### config.mk
export PLATFORM = sky130hd
export DESIGN_NAME = esc_tfine
export DESIGN_NICKNAME = d
export VERILOG_FILES = /design/src/design/esc_pkg.sv /design/src/design/esc_tfine.sv
export SDC_FILE = /design/constraint.sdc
export NUM_CORES = 2
export LEC_CHECK = 0
export ABC_AREA = 1
export BUFFER_PORTS_ARGS = -buffer_cell sky130_fd_sc_hd__buf_4
export CAP_MARGIN = 15
export CORE_MARGIN = 5
export CORE_UTILIZATION = 40
export DETAILED_ROUTE_END_ITERATION = 6
export GPL_ROUTABILITY_DRIVEN = 1
export REMOVE_ABC_BUFFERS = 1
export SLEW_MARGIN = 0
export SYNTH_ARGS = -nofsm -noshare
export SYNTH_HDL_FRONTEND = slang
export SYNTH_SLANG_ARGS = --single-unit
export TNS_END_PERCENT = 10
### constraint.sdc
create_clock -name clk -period 14.6 [get_ports clk]
set_input_delay 0.73 -clock clk [delete_from_list [all_inputs] [get_ports clk]]
set_output_delay 0.73 -clock clk [all_outputs]
set_load 0.05 [all_outputs]
### src/design/esc_pkg.sv
`timescale 1ns / 1ps
`default_nettype none
package esc_pkg;

  // Calibration coefficient registers as seen by the datapath.
  typedef struct packed {
    logic [47:0] temp_coeffs;
    logic [63:0] press_lo;
    logic [63:0] press_hi;
    logic [47:0] press_hum;
    logic [39:0] hum;
  } esc_coef_t;

  // Register indexes on the configuration port.
  localparam logic [2:0] REG_TEMP      = 3'd0;
  localparam logic [2:0] REG_PRESS_LO  = 3'd1;
  localparam logic [2:0] REG_PRESS_HI  = 3'd2;
  localparam logic [2:0] REG_PRESS_HUM = 3'd3;
  localparam logic [2:0] REG_HUM       = 3'd4;

  // Pipeline depths, counted from the registered fine-temperature term.
  localparam int DIV_STEPS = 64;
  localparam int PRE_LAT   = 5;
  localparam int DIV_LAT   = DIV_STEPS + 2;
  localparam int POST_LAT  = 4;
  localparam int PRESS_LAT = PRE_LAT + DIV_LAT + POST_LAT;
  localparam int TH_LAT    = 7;
  localparam int ALIGN_LAT = PRESS_LAT - TH_LAT;

endpackage
`default_nettype wire

### src/design/esc_tfine.sv
`timescale 1ns / 1ps
`default_nettype none
module esc_tfine (
  input  wire                      clk,
  input  wire                      rst_n,
  input  wire                      in_vld,
  input  wire  [19:0]              raw_temp,
  input  wire  [19:0]              raw_press,
  input  wire  [15:0]              raw_hum,
  input  esc_pkg::esc_coef_t       coef,
  output logic                     out_vld,
  output logic signed [31:0]       t_fine,
  output logic [19:0]              out_press,
  output logic [15:0]              out_hum
);
  import esc_pkg::*;

  logic signed [31:0] t1, t2, t3;
  logic signed [31:0] a_arg, a_mul, d, dd, b_mul_in;
  logic signed [31:0] a_mul_r, dd_r, a_r, b_mul_r, t_fine_r;
  logic [19:0] press1_r, press2_r, press3_r;
  logic [15:0] hum1_r, hum2_r, hum3_r;
  logic [2:0] vld_r;

  assign t1 = {16'b0, coef.temp_coeffs[15:0]};
  assign t2 = {{16{coef.temp_coeffs[31]}}, coef.temp_coeffs[31:16]};
  assign t3 = {{16{coef.temp_coeffs[47]}}, coef.temp_coeffs[47:32]};

  always_comb begin
    a_arg    = {15'b0, raw_temp[19:3]} - {t1[30:0], 1'b0};
    a_mul    = a_arg * t2;
    d        = {16'b0, raw_temp[19:4]} - t1;
    dd       = d * d;
    b_mul_in = (dd_r >>> 12) * t3;
  end

  always_ff @(posedge clk) begin
    if (!rst_n) begin
      vld_r <= '0;
    end else begin
      vld_r <= {vld_r[1:0], in_vld};
    end
  end

  always_ff @(posedge clk) begin
    a_mul_r  <= a_mul;
    dd_r     <= dd;
    press1_r <= raw_press;
    hum1_r   <= raw_hum;
    a_r      <= a_mul_r >>> 11;
    b_mul_r  <= b_mul_in;
    press2_r <= press1_r;
    hum2_r   <= hum1_r;
    t_fine_r <= a_r + (b_mul_r >>> 14);
    press3_r <= press2_r;
    hum3_r   <= hum2_r;
  end

  assign out_vld   = vld_r[2];
  assign t_fine    = t_fine_r;
  assign out_press = press3_r;
  assign out_hum   = hum3_r;

endmodule
`default_nettype wire

After elaboration in Yosys (flattened, before gate mapping)
Cells that the tools add are included.

cells by class
  add/subtract/negate cells = 3
  multiply operators = 3

operator list
  cell              number
  $mul A17 B17 Y32  1
  $mul A18 B16 Y32  1
  $mul A20 B16 Y32  1
  $add A21 B18 Y22  1
  $sub A17 B17 Y18  1
  $sub A16 B16 Y17  1

storage, ports and cells
  bits in registers = 260
  input bits = 323
  output and inout port bits = 69

Longest topological paths before layout
  depth in word-level cells = 2
  mapped depth = 39
  gate-level depth less buffers = 38

Worst setup path after synthesis
OpenSTA, ideal clock, no wires.

  path kind = input to register
  start point = input raw_temp[4]
  end point = register a_mul_r[20]
  library setup time = 127 ps
  arrival = 6,843 ps
  required time = 14,473 ps
  path slack = 7,631 ps
  cell stages on the path = 32
  cells stage by stage = inv_1 -> ha_1 -> fa_1 -> inv_1 -> nand3_1 -> nand2_1 -> nand2_1 -> nand2_1 -> or2_2 -> nand2_1 -> inv_1 -> clkbuf_1 -> nand2_1 -> fa_1 -> inv_1 -> fa_1 -> inv_1 -> fa_1 -> fa_1 -> inv_1 -> fa_1 -> inv_1 -> fa_1 -> inv_1 -> ha_1 -> a21oi_1 -> o21ai_0 -> a21oi_1 -> nand2_1 -> a21boi_0 -> o21ai_0 -> xor2_1

between the ends
  cells in the longest elaborated chain, start to end = 2

RTL lines
  item                  RTL line         source
  start, declared       esc_tfine.sv:7   input wire [19:0] raw_temp,
  $sub A17 B17 Y18      esc_tfine.sv:30  a_arg = {15'b0, raw_temp[19:3]} - {t1[30:0], 1'b0};
  $mul A18 B16 Y32      esc_tfine.sv:31  a_mul = a_arg * t2;
  named net a_mul[20]   esc_tfine.sv:19  logic signed [31:0] a_arg, a_mul, d, dd, b_mul_in;
  end signal, assigned  esc_tfine.sv:46  a_mul_r <= a_mul;
  end, declared         esc_tfine.sv:20  logic signed [31:0] a_mul_r, dd_r, a_r, b_mul_r, t_fine_r;

The timed path passes the listed nets, and every way through them passes these cells.
A chain may end at the register's enable or synchronous reset.

Worst setup path in the final report
  start point = input raw_temp[4]
  end point = register dd_r[30]

between the ends
  cells in the longest elaborated chain, start to end = 2

RTL lines
  item                  RTL line         source
  $sub A16 B16 Y17      esc_tfine.sv:32  d = {16'b0, raw_temp[19:4]} - t1;
  $mul A17 B17 Y32      esc_tfine.sv:33  dd = d * d;
  named net dd[30]      esc_tfine.sv:19
  end signal, assigned  esc_tfine.sv:47  dd_r <= dd;
  end, declared         esc_tfine.sv:20

The timed path passes the listed nets, and every way through them passes these cells.

==> impl_metrics.tcl <==
set metrics [dict create \
    post-route-period-util_pct 54.2 \
    synth_area_mm2 0.0377 \
    setup_tns_ns 0 \
    wl_per_cell_um 16.0 \
    slew_viol_final 0 \
    gp_congestion 0.896 \
    layout_commonest_cell "inv_1" \
    worst_pin_slew_ns 1.00 \
    dieHeight_um 317 \
    synth_cells 4536 \
    grt_pass1_vias 30100 \
    drv_cap 0 \
    place_hpwl_mm 78.0 \
    layout_common_cells "1,286 x inv_1, 926 x nand2_1, 816 x fa_1" \
    antenna_found_initial 1 \
    start_kind "input pin" \
    rsz0062_at_grt "no" \
    grt_max_degree 32 \
    drtIter0Drc 1708 \
    avgSynthCellArea_um2 8.31 \
    post-cts-setup-buffer-count 0 \
    first_pass_iters 5 \
    relSlewSlack_pct 33.2 \
    clock_sinks 213 \
    grt_overflow 0 \
    ant_nets 0 \
    post_cts_resized 0 \
    cts.root.buffer_cell "clkbuf_16" \
    async_flop_share_pct 0 \
    fp-row-count 112 \
    wirelength_mm 94.1 \
    crit_path_top_delay_cell "xor2_4" \
    status "completed" \
    vias 28200 \
    cts_buffer_depth 3 \
    cts_made_buffers 22 \
    ios 392 \
    ys_ff_latch 213 \
    clk_pin_slew_worst_paths_ns 0.07 \
    routed_via_density 4.78 \
    insertedDiodeCount 0 \
    period_needed_ns 7.92 \
    core_area_mm2 0.0935 \
    clk_latency_ns 0.52 \
    synth_ff_type "dfxtp_1" \
    synth_edf_count 0 \
    yosysUniqueCellTypes 43 \
    setup_viol 0 \
    cts_tree "yes" \
    hold_viol_final 0 \
    ys_warn_count 0 \
    hold_buffers 0 \
    die_w_um 317 \
    initial_core_util_pct 40.3 \
    drive_above_1_share_pct 6.04 \
    fin_nets 6036 \
    dieArea_mm2 0.100 \
    skew_ns 0.0294 \
    areaGrowthSynthToFinish_pct 8.33 \
    endpoint_kind "flop" \
    critPathMaxStageDelay_ns 0.71 \
    path_class "in -> reg" \
    fmax_mhz 126 \
    port_buffers 172 \
    ys_seq_area_share_pct 11.3 \
    cts_max_level 1 \
    drc 0 \
    grt_usage_pct 19.3 \
    crit_path_max_fanout 19 \
    grt_pass1_wl_mm 156 \
    crit_required_ns 15.00 \
    min_path_type "in -> reg" \
    arrival_ns 8.32 \
    worst-r2r-setup-slack_ns 8.43 \
]
[routing by layer]
| layer | vias up | part of all wire [%] | GRT usage, % |
|---|---|---|---|
| met5 | - | 0.020 | 0 |
| li1 | 13200 | - | - |
| met1 | 13900 | 41 | 25.6 |
| met4 | 2 | 2.7 | 4.48 |
| met3 | 156 | 6.8 | 2.78 |
| met2 | 870 | 49 | 33.8 |
[final timing paths]
path                start     endpoint  cells after the start
max           raw_temp[4]     dd_r[30]                     32
min          raw_press[7]  press1_r[7]                      1
max reg2reg      dd_r[31]  b_mul_r[31]                     22
min reg2reg   a_mul_r[22]      a_r[11]                      0
[state kept, by name, summed over array words and instances, names as in the netlist]
register / flops
t_fine: 22
hum2_r: 16
out_hum: 16
press2_r: 20
press1_r: 20
dd_r: 20
hum1_r: 16
vld_r: 3
a_r: 21
out_press: 20
a_mul_r: 21
b_mul_r: 18
[layout make-up]
class | count | area [um^2]
sequential | 213 | 4260
timing repair buffer | 189 | 1420
inverter | 1299 | 4880
fill | 9463 | 52700
tap | 1254 | 1570
multi-input combinational | 2895 | 28000
clock buffer | 29 | 618
clock inverter | 11 | 113
[per-stage QoR]
step                std cells  utilization, %  instance area, um^2  setup slack [ns]  hold WS (ns)
floorplan                4407               -                37100              7.29         0.310
global placement         5850            42.9                40100              6.25         0.310
detailed placement       5850            42.9                40100              6.19         0.312
CTS                      5890            43.7                40800              6.74         0.281
global route             5890            43.7                40800              6.25         0.288
finish                   5890            43.7                40800              6.68         0.312
[cell families (layout without fill, tap and decap cells)]
| kind of cell | after synthesis | after routing | share of synthesized area (%) |
|---|---|---|---|
| simple gates | 1430 | 1430 | 15.3 |
| buf+inv | 1428 | 1528 | 14.5 |
| flops | 213 | 213 | 11.3 |
| compound gates | 277 | 277 | 4.09 |
| xor+xnor | 95 | 95 | 2.26 |
| fa+ha+maj | 1093 | 1093 | 52.6 |
[synthesized netlist by cell type, types with 5 or more instances]
library cell,number,area [um^2]
or2_2,22,138
buf_2,22,110
nor2_2,11,68.8
buf_4,12,90.1
xnor2_1,28,245
clkinv_1,5,18.8
nand3b_1,5,37.5
fa_1,816,16300
nand2_1,926,3480
inv_1,1286,4830
nand4_1,23,144
inv_2,8,30.0
nor4_1,7,43.8
ha_1,277,3470
a21oi_1,144,721
clkbuf_1,83,312
buf_1,8,30.0
xor2_1,66,578
nand3_1,82,410
o21bai_1,11,82.6
a21o_1,16,120
o21ai_0,69,345
dfxtp_1,213,4260
nor3_1,16,80.1
a31oi_1,14,87.6
nor2_1,317,1190
o221ai_1,5,43.8
[critical path, delay by kind of cell]
family                   cells  cell delay [ns]
AO/OA/AOI/OAI                5             1.02
XOR/XNOR                     1             0.71
adder cells (fa/ha/maj)      9             3.89
buffers and inverters        9             1.04
AND/OR/NAND/NOR              8             0.93
Power is left out: the tool's default activity adds up to more than one toggle a clock period on the data nets, which glitch-free logic cannot reach.
